**src/hdl/hbcf_pkg.sv**
```systemverilog
// ----------------------------------------------------------------------------
// hbcf_pkg
// Shared types, constants and helpers of the HTTP body CRC flash streamer.
// ----------------------------------------------------------------------------
package hbcf_pkg;

  localparam int SECTOR_BYTES  = 4096;
  localparam int PAGE_BYTES    = 256;
  localparam int HEADER_BUFFER = 4096;

  localparam int ADDR_W   = 24;
  localparam int CRC_W    = 32;
  localparam int HDR_W    = $clog2(HEADER_BUFFER);
  localparam int SECTOR_W = $clog2(SECTOR_BYTES);
  localparam int PAGE_W   = $clog2(PAGE_BYTES);
  localparam int CFG_IDX_W = 2;

  localparam logic [CRC_W-1:0] CRC_POLY     = 32'hEDB8_8320;
  localparam logic [CRC_W-1:0] CRC_ALL_ONES = 32'hFFFF_FFFF;

  localparam logic [7:0] CHAR_CR = 8'h0D;
  localparam logic [7:0] CHAR_LF = 8'h0A;
  localparam int PREFIX_LEN = 7;

  localparam logic [CFG_IDX_W-1:0] CFG_FLASH_BASE   = 2'd0;
  localparam logic [CFG_IDX_W-1:0] CFG_EXPECTED_LEN = 2'd1;

  typedef enum logic [1:0] {
    CMD_START = 2'd0,
    CMD_BYTE  = 2'd1,
    CMD_CLOSE = 2'd2
  } cmd_e;

  typedef enum logic [1:0] {
    MODE_IDLE   = 2'd0,
    MODE_HEADER = 2'd1,
    MODE_BODY   = 2'd2
  } mode_e;

  typedef enum logic [3:0] {
    ST_STARTED    = 4'd0,
    ST_IGNORED    = 4'd1,
    ST_HEADER     = 4'd2,
    ST_BODY       = 4'd3,
    ST_DONE_OK    = 4'd4,
    ST_BAD_RESP   = 4'd5,
    ST_HDR_OVFL   = 4'd6,
    ST_SIZE_MISM  = 4'd7,
    ST_TOO_LARGE  = 4'd8
  } status_e;

  typedef struct packed {
    status_e           status;
    logic [ADDR_W-1:0] flash_address;
    logic              erase_sector;
    logic              page_start;
    logic [ADDR_W-1:0] body_length;
    logic [CRC_W-1:0]  crc_value;
  } res_t;

  // Expected character of the status line prefix "HTTP/1."
  function automatic logic [7:0] prefix_char(input logic [2:0] idx);
    logic [7:0] ch;
    unique case (idx)
      3'd0:    ch = 8'h48;  // H
      3'd1:    ch = 8'h54;  // T
      3'd2:    ch = 8'h54;  // T
      3'd3:    ch = 8'h50;  // P
      3'd4:    ch = 8'h2F;  // /
      3'd5:    ch = 8'h31;  // 1
      default: ch = 8'h2E;  // .
    endcase
    return ch;
  endfunction

endpackage

```
**src/hdl/hbcf_crc32.sv**
```systemverilog
// ----------------------------------------------------------------------------
// hbcf_crc32
// Byte-wide reflected CRC-32 update on the finalized CRC value.
// ----------------------------------------------------------------------------
module hbcf_crc32
  import hbcf_pkg::*;
(
  input  logic [CRC_W-1:0] crc_i,
  input  logic [7:0]       data_i,
  output logic [CRC_W-1:0] crc_o
);

  logic [CRC_W-1:0] c;

  always_comb begin
    c = crc_i ^ CRC_ALL_ONES;
    c = c ^ {{(CRC_W-8){1'b0}}, data_i};
    for (int k = 0; k < 8; k++) begin
      c = (c >> 1) ^ (c[0] ? CRC_POLY : '0);
    end
    crc_o = c ^ CRC_ALL_ONES;
  end

endmodule

```
**src/hdl/hbcf_engine.sv**
```systemverilog
// ----------------------------------------------------------------------------
// hbcf_engine
// Download state and the combinational step for a single command.
// ----------------------------------------------------------------------------
module hbcf_engine
  import hbcf_pkg::*;
(
  input  logic              clk_i,
  input  logic              rst_ni,
  input  logic              step_i,
  input  logic [1:0]        command_i,
  input  logic [7:0]        data_byte_i,
  input  logic [ADDR_W-1:0] flash_base_i,
  input  logic [ADDR_W-1:0] expected_length_i,
  output res_t              res_o
);

  mode_e             mode_q, mode_d;
  logic [HDR_W-1:0]  hdr_cnt_q, hdr_cnt_d;
  logic [1:0]        term_q, term_d;
  logic              prefix_ok_q, prefix_ok_d;
  logic [ADDR_W-1:0] body_cnt_q, body_cnt_d;
  logic [CRC_W-1:0]  crc_q, crc_d;

  logic [CRC_W-1:0]  crc_next;
  logic [HDR_W:0]    hdr_inc;
  logic              found;

  hbcf_crc32 u_crc (
    .crc_i  (crc_q),
    .data_i (data_byte_i),
    .crc_o  (crc_next)
  );

  always_comb begin
    mode_d      = mode_q;
    hdr_cnt_d   = hdr_cnt_q;
    term_d      = term_q;
    prefix_ok_d = prefix_ok_q;
    body_cnt_d  = body_cnt_q;
    crc_d       = crc_q;
    found       = 1'b0;
    hdr_inc     = {1'b0, hdr_cnt_q} + (HDR_W+1)'(1);

    res_o.status        = ST_IGNORED;
    res_o.flash_address = '0;
    res_o.erase_sector  = 1'b0;
    res_o.page_start    = 1'b0;

    unique case (command_i)
      CMD_START: begin
        mode_d      = MODE_HEADER;
        hdr_cnt_d   = '0;
        term_d      = '0;
        prefix_ok_d = 1'b1;
        body_cnt_d  = '0;
        crc_d       = '0;
        res_o.status = ST_STARTED;
      end
      CMD_BYTE: begin
        if (mode_q == MODE_HEADER) begin
          if (hdr_cnt_q < HDR_W'(PREFIX_LEN) &&
              data_byte_i != prefix_char(hdr_cnt_q[2:0])) begin
            prefix_ok_d = 1'b0;
          end
          hdr_cnt_d = hdr_inc[HDR_W-1:0];
          if (term_q == 2'd3 && data_byte_i == CHAR_LF) begin
            found = 1'b1;
          end else if ((term_q == 2'd0 || term_q == 2'd2) && data_byte_i == CHAR_CR) begin
            term_d = term_q + 2'd1;
          end else if (term_q == 2'd1 && data_byte_i == CHAR_LF) begin
            term_d = 2'd2;
          end else begin
            term_d = (data_byte_i == CHAR_CR) ? 2'd1 : 2'd0;
          end
          if (found) begin
            term_d = '0;
            if (prefix_ok_d) begin
              mode_d       = MODE_BODY;
              res_o.status = ST_HEADER;
            end else begin
              mode_d       = MODE_IDLE;
              res_o.status = ST_BAD_RESP;
            end
          end else if (hdr_inc >= (HDR_W+1)'(HEADER_BUFFER - 1)) begin
            mode_d       = MODE_IDLE;
            res_o.status = ST_HDR_OVFL;
          end else begin
            res_o.status = ST_HEADER;
          end
        end else if (mode_q == MODE_BODY) begin
          if (&body_cnt_q) begin
            mode_d       = MODE_IDLE;
            res_o.status = ST_TOO_LARGE;
          end else begin
            res_o.flash_address = flash_base_i + body_cnt_q;
            res_o.erase_sector  = (body_cnt_q[SECTOR_W-1:0] == '0);
            res_o.page_start    = (body_cnt_q[PAGE_W-1:0] == '0);
            crc_d               = crc_next;
            body_cnt_d          = body_cnt_q + ADDR_W'(1);
            res_o.status        = ST_BODY;
          end
        end
      end
      CMD_CLOSE: begin
        if (mode_q == MODE_HEADER) begin
          mode_d       = MODE_IDLE;
          res_o.status = ST_BAD_RESP;
        end else if (mode_q == MODE_BODY) begin
          mode_d       = MODE_IDLE;
          res_o.status = (expected_length_i != '0 && body_cnt_q != expected_length_i) ?
                         ST_SIZE_MISM : ST_DONE_OK;
        end
      end
      default: begin
        res_o.status = ST_IGNORED;
      end
    endcase

    res_o.body_length = body_cnt_d;
    res_o.crc_value   = crc_d;
  end

  always_ff @(posedge clk_i or negedge rst_ni) begin
    if (!rst_ni) begin
      mode_q      <= MODE_IDLE;
      hdr_cnt_q   <= '0;
      term_q      <= '0;
      prefix_ok_q <= 1'b1;
      body_cnt_q  <= '0;
      crc_q       <= '0;
    end else if (step_i) begin
      mode_q      <= mode_d;
      hdr_cnt_q   <= hdr_cnt_d;
      term_q      <= term_d;
      prefix_ok_q <= prefix_ok_d;
      body_cnt_q  <= body_cnt_d;
      crc_q       <= crc_d;
    end
  end

endmodule

```
**src/hdl/http_body_crc_flash_streamer_top.sv**
```systemverilog
// ----------------------------------------------------------------------------
// http_body_crc_flash_streamer_top
// HTTP response body extractor with CRC-32 and flash address generation.
// ----------------------------------------------------------------------------
// Feed one transaction per received response byte (command 1), framed by a
// start transaction (command 0) and a connection-closed transaction
// (command 2); every input transaction yields exactly one result transaction.
// The header must begin with "HTTP/1." and end in CR LF CR LF; body bytes
// come back with their flash address (flash_base plus body offset), a sector
// erase mark on every SECTOR_BYTES boundary, a page mark on every PAGE_BYTES
// boundary, the running body length and the finalized CRC-32 so far. The
// block takes one transaction per clock while results are taken. An accepted
// command sits in the input register while the step logic (byte CRC update,
// counters and header matcher) computes its result, which loads the result
// register once the result slot is free or being drained. A result that is
// not taken holds the input register, and a full input register behind it
// holds in_ready_o low. Program flash_base and expected_length through the
// cfg port while no transaction is in flight.
// ----------------------------------------------------------------------------
module http_body_crc_flash_streamer_top
  import hbcf_pkg::*;
(
  input  logic                 clk_i,
  input  logic                 rst_ni,
  // configuration write channel
  input  logic                 cfg_valid_i,
  output logic                 cfg_ready_o,
  input  logic [CFG_IDX_W-1:0] cfg_index_i,
  input  logic [ADDR_W-1:0]    cfg_data_i,
  // input channel
  input  logic                 in_valid_i,
  output logic                 in_ready_o,
  input  logic [1:0]           command_i,
  input  logic [7:0]           data_byte_i,
  // result channel
  output logic                 out_valid_o,
  input  logic                 out_ready_i,
  output logic [3:0]           status_o,
  output logic [ADDR_W-1:0]    flash_address_o,
  output logic                 erase_sector_o,
  output logic                 page_start_o,
  output logic [ADDR_W-1:0]    body_length_o,
  output logic [CRC_W-1:0]     crc_value_o
);

  // Configuration registers
  logic [ADDR_W-1:0] flash_base_q;
  logic [ADDR_W-1:0] exp_len_q;

  // Input register stage
  logic       s1_valid_q;
  logic [1:0] s1_cmd_q;
  logic [7:0] s1_byte_q;

  // Result register
  logic out_valid_q;
  res_t res_d, res_q;

  logic advance;

  // Step the engine when a command is held and the result slot is free or
  // being drained this cycle.
  assign advance     = s1_valid_q && (!out_valid_q || out_ready_i);
  assign in_ready_o  = !s1_valid_q || advance;
  assign cfg_ready_o = 1'b1;

  always_ff @(posedge clk_i or negedge rst_ni) begin
    if (!rst_ni) begin
      flash_base_q <= '0;
      exp_len_q    <= '0;
    end else if (cfg_valid_i && cfg_ready_o) begin
      // Drop writes to indexes beyond the register list.
      if (cfg_index_i == CFG_FLASH_BASE) begin
        flash_base_q <= cfg_data_i;
      end else if (cfg_index_i == CFG_EXPECTED_LEN) begin
        exp_len_q <= cfg_data_i;
      end
    end
  end

  // Capture a new command whenever the input register is empty or advancing.
  always_ff @(posedge clk_i or negedge rst_ni) begin
    if (!rst_ni) begin
      s1_valid_q <= 1'b0;
    end else if (in_ready_o) begin
      s1_valid_q <= in_valid_i;
    end
  end

  always_ff @(posedge clk_i) begin
    if (in_valid_i && in_ready_o) begin
      s1_cmd_q  <= command_i;
      s1_byte_q <= data_byte_i;
    end
  end

  hbcf_engine u_engine (
    .clk_i             (clk_i),
    .rst_ni            (rst_ni),
    .step_i            (advance),
    .command_i         (s1_cmd_q),
    .data_byte_i       (s1_byte_q),
    .flash_base_i      (flash_base_q),
    .expected_length_i (exp_len_q),
    .res_o             (res_d)
  );

  // Hold the result until the consumer takes it; load a fresh one on advance.
  always_ff @(posedge clk_i or negedge rst_ni) begin
    if (!rst_ni) begin
      out_valid_q <= 1'b0;
    end else if (advance) begin
      out_valid_q <= 1'b1;
    end else if (out_ready_i) begin
      out_valid_q <= 1'b0;
    end
  end

  always_ff @(posedge clk_i) begin
    if (advance) begin
      res_q <= res_d;
    end
  end

  assign out_valid_o     = out_valid_q;
  assign status_o        = res_q.status;
  assign flash_address_o = res_q.flash_address;
  assign erase_sector_o  = res_q.erase_sector;
  assign page_start_o    = res_q.page_start;
  assign body_length_o   = res_q.body_length;
  assign crc_value_o     = res_q.crc_value;

  // --------------------------------------------------------------------------
  // Assertions
  // --------------------------------------------------------------------------

  // Input stalls only when both stages are full and the output is blocked.
  a_stall_cause : assert property (@(posedge clk_i) disable iff (!rst_ni)
    !in_ready_o |-> (s1_valid_q && out_valid_q && !out_ready_i))
    else $error("input stalled without a full, blocked pipeline");

  // Flash marks and addresses appear only on body byte results.
  a_marks_body_only : assert property (@(posedge clk_i) disable iff (!rst_ni)
    (out_valid_o && status_o != ST_BODY) |->
      (flash_address_o == '0 && !erase_sector_o && !page_start_o))
    else $error("flash fields set on a non-body result");

  // A body byte result always counts at least that byte.
  a_body_len : assert property (@(posedge clk_i) disable iff (!rst_ni)
    (out_valid_o && status_o == ST_BODY) |-> (body_length_o != '0))
    else $error("body byte reported with zero body length");

  // A start result reports an empty body and the CRC of no bytes.
  a_start_clear : assert property (@(posedge clk_i) disable iff (!rst_ni)
    (out_valid_o && status_o == ST_STARTED) |->
      (body_length_o == '0 && crc_value_o == '0))
    else $error("start result with nonzero length or CRC");

endmodule
```
**config.mk**
```make
export PLATFORM = sky130hd
export DESIGN_NAME = http_body_crc_flash_streamer_top
export DESIGN_NICKNAME = d
export VERILOG_FILES = /design/src/hdl/hbcf_pkg.sv /design/src/hdl/hbcf_crc32.sv /design/src/hdl/hbcf_engine.sv /design/src/hdl/http_body_crc_flash_streamer_top.sv
export SDC_FILE = /design/constraint.sdc
export NUM_CORES = 1
export LEC_CHECK = 0
export BUFFER_PORTS_ARGS = -buffer_cell sky130_fd_sc_hd__buf_2
export CORE_MARGIN = 4
export CORE_UTILIZATION = 60
export CTS_BUF_LIST = sky130_fd_sc_hd__clkbuf_4 sky130_fd_sc_hd__clkbuf_8 sky130_fd_sc_hd__clkbuf_16
export DETAILED_ROUTE_END_ITERATION = 7
export PLACE_DENSITY_LB_ADDON = 0.1
export SYNTH_ARGS = -nofsm -noshare
export SYNTH_HDL_FRONTEND = slang
export SYNTH_SLANG_ARGS = --single-unit
```
**constraint.sdc**
```tcl
create_clock -name clk_i -period 7.2 [get_ports clk_i]
set_input_delay 0.72 -clock clk_i [delete_from_list [all_inputs] [get_ports clk_i]]
set_output_delay 0.72 -clock clk_i [all_outputs]
set_load 0.02 [all_outputs]
```
==> reports/qor.yml, run 1 <==
outcome:
  status: "complete, no violations"
placement:
  hpwl_mm: 20.49
  buffer_ports.inserted: 128
  place_congestion: 0.8854
  pre_cts_slack_ns: 4.089
logic_synthesis:
  yosysWarnings: 0
  yosysMostFrequentCell: "nand2_1"
  yosysTopAreaCell: "dfrtp_1"
  synth_common_cells: "nand2_1 (158), dfrtp_1 (122), o21ai_0 (110)"
  synth_top_area_share_pct: 25.36
  synth_nets: 1269
  synth_flop_cell: "dfrtp_1"
  synthCells: 1187
  ys_top_cells_by_area: "dfrtp_1 (25%), edfxtp_1 (24%), xnor2_1 (5.9%), nand2_1 (4.9%), o21ai_0 (4.6%)"
  synth_cell_types: 67
  ys_ff_latch: 219
  syn_avg_cell_area_um2: 10.14
  syn_area_um2: 12040
  yosysSeqAreaShare_pct: 49.53
  synth_edf_count: 96
  async_flop_share_pct: 56.16
sta:
  setup_viol: 0
  max_freq_ghz: 0.3157
  skew_ns: 0.01993
  worst_slack_ns: 4.033
  slew_viol_final: 0
  relSlewSlack_pct: 28.06
  finalHoldViolCount: 0
  tns_ns: 0
  worst_slew_pin_slew_ns: 1.072
  fin_crit_ns: 3.167
  fin_crit_sh_pct: 43.99
  rsz0062_at_grt: "no"
floorplan:
  start_util_pct: 61.45
  coreArea_um2: 19590
  ios: 130
  die_x_um: 149.6
  std_cell_rows: 51
  die_h_um: 149.6
  dieArea_um2: 22390
detailed_routing:
  firstDrtPassIters: 5
  route.detailed.drc: 0
  wl_per_cell_um: 18.85
  post_drt_via_cell_ratio: 6.074
  drt_iter0_drc: 744
  antenna_left: 0
  finalWirelength_mm: 29.66
  num_vias: 9555
final_layout:
  fin_nets: 1373
  multi_input_area_um2: 5752
  antennaDiodeCount: 0
  drive_gt1_share_pct: 18.58
  regArea_um2: 5962
  fillCellCount: 1544
  area_growth_syn_to_layout_pct: 13.13
pwr:
  ir_worst_vdd_mv: 0.1576
  power_mw: 3.232
  p_per_area_nw_per_um2: 237.3
  leakagePower_nw: 5.664
global_routing:
  antenna_found_initial: 0
  grt_pass1_vias: 8934
  grt_start_max_net_pins: 69
  grt.overflow.total: 0
  track_usage_pct: 26.66
  grt_pass1_wl_mm: 47.84
setup_path:
  start_kind: "flip-flop"
  rr_worst_depth: 9
  path_cells: "nand4_1 -> nor4_2 -> a21o_1 -> buf_4 -> or2_1 -> nor2_1 -> nand3_1 -> nor3_1 -> a211o_1"
  r2r-start: "u_engine.body_cnt_q[3]"
  crit_arrival_ns: 3.57
  worst-setup-path-type: "reg2reg"
  cpMaxStageDelayCell: "nor4_2"
  r2r_setup_slack_ns: 4.03
  required_ns: 7.60
  rr_endpoint: "u_engine.body_cnt_q[11]"
  critPathCaptureType: "flip-flop"
  cp_max_fo: 37
  crit_path_max_incr_delay_ns: 0.76
clock_tree:
  holdBufCountCts: 0
  cts_max_path_buffers: 3
  htreeDepth: 1
  postCtsSetupBuffers: 0
  clk_pin_slew_ns: 0.06
  cts_buffers: 23
  cts_tree: "built"
  clkLatencyLatePin_ns: 0.52
  clkSinkCount: 219
  cts-resized-gates: 0
  cts_root_buf: "clkbuf_16"
min_path:
  hp-class: "in2async"
run:
  max_cap_viol_count: 0
-- routing by layer --
metal  routed length (um)  vias to the layer above  GRT usage (%)
li1                     -                     4523              -
met1                13700                     4635          41.20
met2                13030                      355          39.86
met3                 2292                       42          4.361
met4                  638                        0          6.087
met5                    0                        -              0
-- placed cells by master (no fill, tap or decap), types with 4 or more instances in the layout --
cell | synthesis | routed
clkbuf_4 | 0 | 6
o31ai_1 | 16 | 16
clkinv_1 | 2 | 4
mux2_2 | 47 | 47
inv_1 | 20 | 20
a211oi_1 | 5 | 5
buf_4 | 1 | 14
nor2_1 | 59 | 59
o21ai_0 | 110 | 108
a21oi_1 | 31 | 30
clkbuf_16 | 0 | 23
o21a_1 | 4 | 4
nor4_1 | 14 | 14
a21o_1 | 16 | 16
nand3_1 | 44 | 44
xnor2_1 | 81 | 81
nand2b_1 | 9 | 9
o21bai_1 | 7 | 7
nor3_1 | 15 | 15
buf_2 | 5 | 127
a22oi_1 | 13 | 13
o22ai_1 | 10 | 10
ha_1 | 40 | 40
a22o_1 | 17 | 17
and3_1 | 17 | 17
xor2_1 | 32 | 32
a31oi_1 | 28 | 28
edfxtp_1 | 96 | 96
and2_1 | 8 | 8
nand4_1 | 15 | 15
o21ai_1 | 25 | 26
dfrtp_1 | 122 | 122
nand2_1 | 158 | 158
nor2b_1 | 6 | 6
mux2i_1 | 9 | 9
-- sequential cells by signal, summed over array words and instances, names as in the netlist --
name	flops
erase_sector_o	1
page_start_o	1
flash_base_q	24
s1_byte_q	8
u_engine.crc_q	32
exp_len_q	24
u_engine.prefix_ok_q	1
body_length_o	24
status_o	4
u_engine.hdr_cnt_q	12
u_engine.mode_q	2
u_engine.term_q	2
s1_valid_q	1
out_valid_o	1
s1_cmd_q	2
crc_value_o	32
flash_address_o	24
u_engine.body_cnt_q	24
-- where the power goes --
group	internal (mW)	switching, mW	leakage, nW	total (mW)
clock network	0.670	0.490	0.361	1.16
registers	1.42	0.0876	2.56	1.51
logic	0.227	0.336	2.75	0.563
total	2.32	0.914	5.66	3.23
-- cells by family after synthesis --
logic type               count (synthesis)  synth area share [%]
adder cells (fa/ha/maj)                 41                 4.324
buffers and inverters                   87                 2.796
flip-flops                             219                 49.53
AO/OA/AOI/OAI                          304                 15.56
other                                    1               0.03115
XOR/XNOR                               116                 8.627
multiplexers                            56                 5.145
AND/OR/NAND/NOR                        363                 13.99
-- area by class of cell --
cell class / count / area share, %
flip-flops and latches: 219 / 43.78
multi-input cells: 881 / 42.24
repair buffers: 141 / 5.439
clock buffers: 31 / 4.759
well taps: 265 / 2.435
inverters: 25 / 0.7075
clock inverters: 11 / 0.6431
-- worst max path at each step --
| stage | slack [ns] | end | cells past startpoint | start |
|---|---|---|---|---|
| after floorplan | 3.01 | u_engine.body_cnt_q[10] | 5 | out_ready_i |
| after global placement | 4.16 | u_engine.body_cnt_q[11] | 9 | u_engine.body_cnt_q[3] |
| after detailed placement | 4.09 | u_engine.body_cnt_q[11] | 9 | u_engine.body_cnt_q[3] |
| after CTS | 4.08 | u_engine.body_cnt_q[11] | 9 | u_engine.body_cnt_q[3] |
| after global routing | 3.81 | body_length_o[11] | 9 | u_engine.body_cnt_q[3] |
| final | 4.03 | u_engine.body_cnt_q[11] | 9 | u_engine.body_cnt_q[3] |
-- worst max-delay path: cells and delay by family, from the launching register on --
| kind | cells | cell delay, ns |
|---|---|---|
| buffers and inverters | 1 | 0.37 |
| AOI/OAI and AO/OA | 2 | 0.47 |
| DFF | 1 | 0.64 |
| and+or+nand+nor | 6 | 1.57 |
-- metrics by stage --
stage | hold slack, ns | cells | utilization [%] | cell area (um2)
2_1_floorplan | 0.4244 | 1187 | - | 12040
3_3_place_gp | 0.4875 | 1531 | 65.76 | 12880
3_5_place_dp | 0.5019 | 1531 | 65.76 | 12880
4_1_cts | 0.3602 | 1573 | 69.52 | 13620
5_1_grt | 0.3598 | 1573 | 69.52 | 13620
6_report | 0.3366 | 1573 | 69.52 | 13620
Power figures use the tool's default switching activity.
==> inputs of run 2 (changes only) <==
--- a/config.mk
+++ b/config.mk
@@ -5,6 +5,7 @@
 export SDC_FILE = /design/constraint.sdc
 export NUM_CORES = 1
 export LEC_CHECK = 0
+export ABC_AREA = 1
 export BUFFER_PORTS_ARGS = -buffer_cell sky130_fd_sc_hd__buf_2
 export CORE_MARGIN = 4
 export CORE_UTILIZATION = 60
==> constraint.sdc (replaced) <==
create_clock -name clk_i -period 3.3 [get_ports clk_i]
set_input_delay 0.33 -clock clk_i [delete_from_list [all_inputs] [get_ports clk_i]]
set_output_delay 0.33 -clock clk_i [all_outputs]
set_load 0.02 [all_outputs]
==> reports/qor.yml, run 2 <==
sta:
  rsz0062_at_grt: "no"
  max_freq_ghz: 0.3611
  fin_crit_sh_pct: 83.91
  hold_slack_ns: 0.03122
  relSlewSlack_pct: 21.18
  setup_viol: 0
  fin_crit_ns: 2.769
  skew_ns: 0.01364
  finalHoldViolCount: 0
  tns_ns: 0
  slew_viol_final: 0
  worst_slew_pin_slew_ns: 1.182
  worst_slack_ns: 0.5310
min_path:
  hp-class: "in2reg"
global_routing:
  track_usage_pct: 27.24
  antenna_found_initial: 0
  grt_start_max_net_pins: 124
  grt_pass1_vias: 10160
  grt_pass1_wl_mm: 53.23
  grt.overflow.total: 0
detailed_routing:
  antenna_left: 0
  wl_per_cell_um: 16.17
  num_vias: 11010
  finalWirelength_mm: 32.30
  route.detailed.drc: 0
  firstDrtPassIters: 5
  post_drt_via_cell_ratio: 5.512
  drt_iter0_drc: 974
final_layout:
  fin_util_pct: 69.57
  antennaDiodeCount: 0
  stdcell_count: 1997
  fillCellCount: 1757
  fin_nets: 1786
  final_cell_mix: "nand2_1 (455), inv_1 (176), buf_2 (127), dfrtp_1 (122), o21ai_0 (97)"
  area_growth_syn_to_layout_pct: 13.93
  mostFrequentLayoutCell: "nand2_1"
  drive_gt1_share_pct: 15.62
logic_synthesis:
  yosysMostFrequentCell: "nand2_1"
  syn_avg_cell_area_um2: 8.181
  synthCells: 1574
  syn_area_um2: 12880
  yosysWarnings: 0
  yosysTopAreaCell: "dfrtp_1"
  synth_nets: 1656
  synth_edf_count: 96
  synth_cell_types: 57
  synth_common_cells: "nand2_1 (456), inv_1 (176), dfrtp_1 (122)"
  ys_ff_latch: 219
  ys_top_cells_by_area: "dfrtp_1 (24%), edfxtp_1 (22%), nand2_1 (13%), inv_1 (5.1%), ha_1 (3.9%)"
  synth_top_area_share_pct: 23.71
  synth_flop_cell: "dfrtp_1"
  yosysSeqAreaShare_pct: 46.30
  async_flop_share_pct: 56.16
setup_path:
  required_ns: 3.54
  cp_max_fo: 27
  critPathCaptureType: "flip-flop"
  path_cells: "inv_1 -> ha_1 -> nand2_2 -> nor2_8 -> inv_6 -> nor2_1 -> nand2_1 -> nand3_1 -> o21ai_1"
  crit_family: "simple AND/OR/NAND/NOR gates"
  cpMaxStageDelayCell: "ha_1"
  crit_path_max_incr_delay_ns: 0.58
  cp_num_buf_inv: 2
  crit_arrival_ns: 3.01
  worst-setup-path-type: "reg2reg"
  start_kind: "flip-flop"
pwr:
  ir_worst_vdd_mv: 0.3985
  leakagePower_nw: 6.878
  p_per_area_nw_per_um2: 599.1
placement:
  hpwl_mm: 23.10
  buffer_ports.inserted: 128
  place_congestion: 0.9438
  pre_cts_slack_ns: 0.5712
  dp_cells: 1942
clock_tree:
  cts_buffers: 24
  clkSinkCount: 219
  cts_tree: "built"
  htreeDepth: 1
  clk_pin_slew_ns: 0.06
  cts_max_path_buffers: 3
  cts_root_buf: "clkbuf_16"
  cts-resized-gates: 0
  postCtsSetupBuffers: 0
  clkLatencyLatePin_ns: 0.52
floorplan:
  dieArea_um2: 23870
  die_x_um: 154.5
  coreArea_um2: 21090
  start_util_pct: 61.07
  std_cell_rows: 53
  die_h_um: 154.5
  ios: 130
run:
  max_cap_viol_count: 0
outcome:
  status: "complete, no violations"
[run 2: path summary, 6_finish.rpt]
kind                                 endpoint  cells past startpoint               start  slack [ns]
min                                s1_valid_q                      3          in_valid_i        0.03
max in group asynchronous    flash_base_q[21]                      3              rst_ni        2.27
min in group asynchronous  u_engine.crc_q[23]                      3              rst_ni        0.41
min reg2reg                u_engine.crc_q[26]                      2  u_engine.crc_q[26]        0.48
max                          body_length_o[5]                      9         s1_cmd_q[1]        0.53
max reg2reg                  body_length_o[5]                      9         s1_cmd_q[1]        0.53
[run 2: metrics by stage]
stage	power (mW)	cell area [um2]
final	8.789	14670
after detailed placement	6.109	13760
after global routing	9.300	14670
after global placement	6.052	13760
after CTS	8.812	14670
after floorplan	5.396	12880
[run 2: where the power goes]
group / internal (mW) / switching (mW) / total, mW
Combinational: 0.855 / 1.65 / 2.51
Clock: 1.60 / 1.08 / 2.68
Sequential: 3.27 / 0.335 / 3.60
Total: 5.72 / 3.07 / 8.79
[run 2: final cells by class]
type                       count  area (um2)  share of cell area [%]
clock buffer                  39       767.0                   5.228
clock inverter                 5       36.28                  0.2473
inverter                     196       750.7                   5.117
multi-input combinational   1114        5946                   40.53
sequential                   219        5962                   40.64
tap                          275       344.1                   2.345
timing repair buffer         149       865.8                   5.901
[run 2: metal layers]
metal | up-vias | track usage [%] | share of wire (%)
li1 | 5407 | - | -
met1 | 5148 | 41.48 | 47
met2 | 412 | 41.85 | 44
met3 | 41 | 4.001 | 7.5
met4 | 0 | 5.803 | 1.8
met5 | - | 0 | 0
[run 2: cell families (layout without fill, tap and decap cells)]
logic type	Yosys count	count (layout)	share of synthesized area, %
simple gates	702	702	23.32
compound gates	286	286	12.50
buf+inv	241	389	7.549
flops	219	219	46.30
xor+xnor	84	84	6.267
fa+ha+maj	41	41	4.042
other cells	1	1	0.02912
[run 2: worst reg2reg max path, stage by stage, from the launching register on]
cell	delay, ns
edfxtp_1	0.42
inv_1	0.10
ha_1	0.58
nand2_2	0.32
nor2_8	0.36
inv_6	0.18
nor2_1	0.23
nand2_1	0.11
nand3_1	0.09
o21ai_1	0.11
[run 2: what timing repair did]
item / in CTS / in global routing
hold buffers: 11 / 0
endpoints found under the hold margin: 132 / 0
setup endpoints to repair: 0 / 0
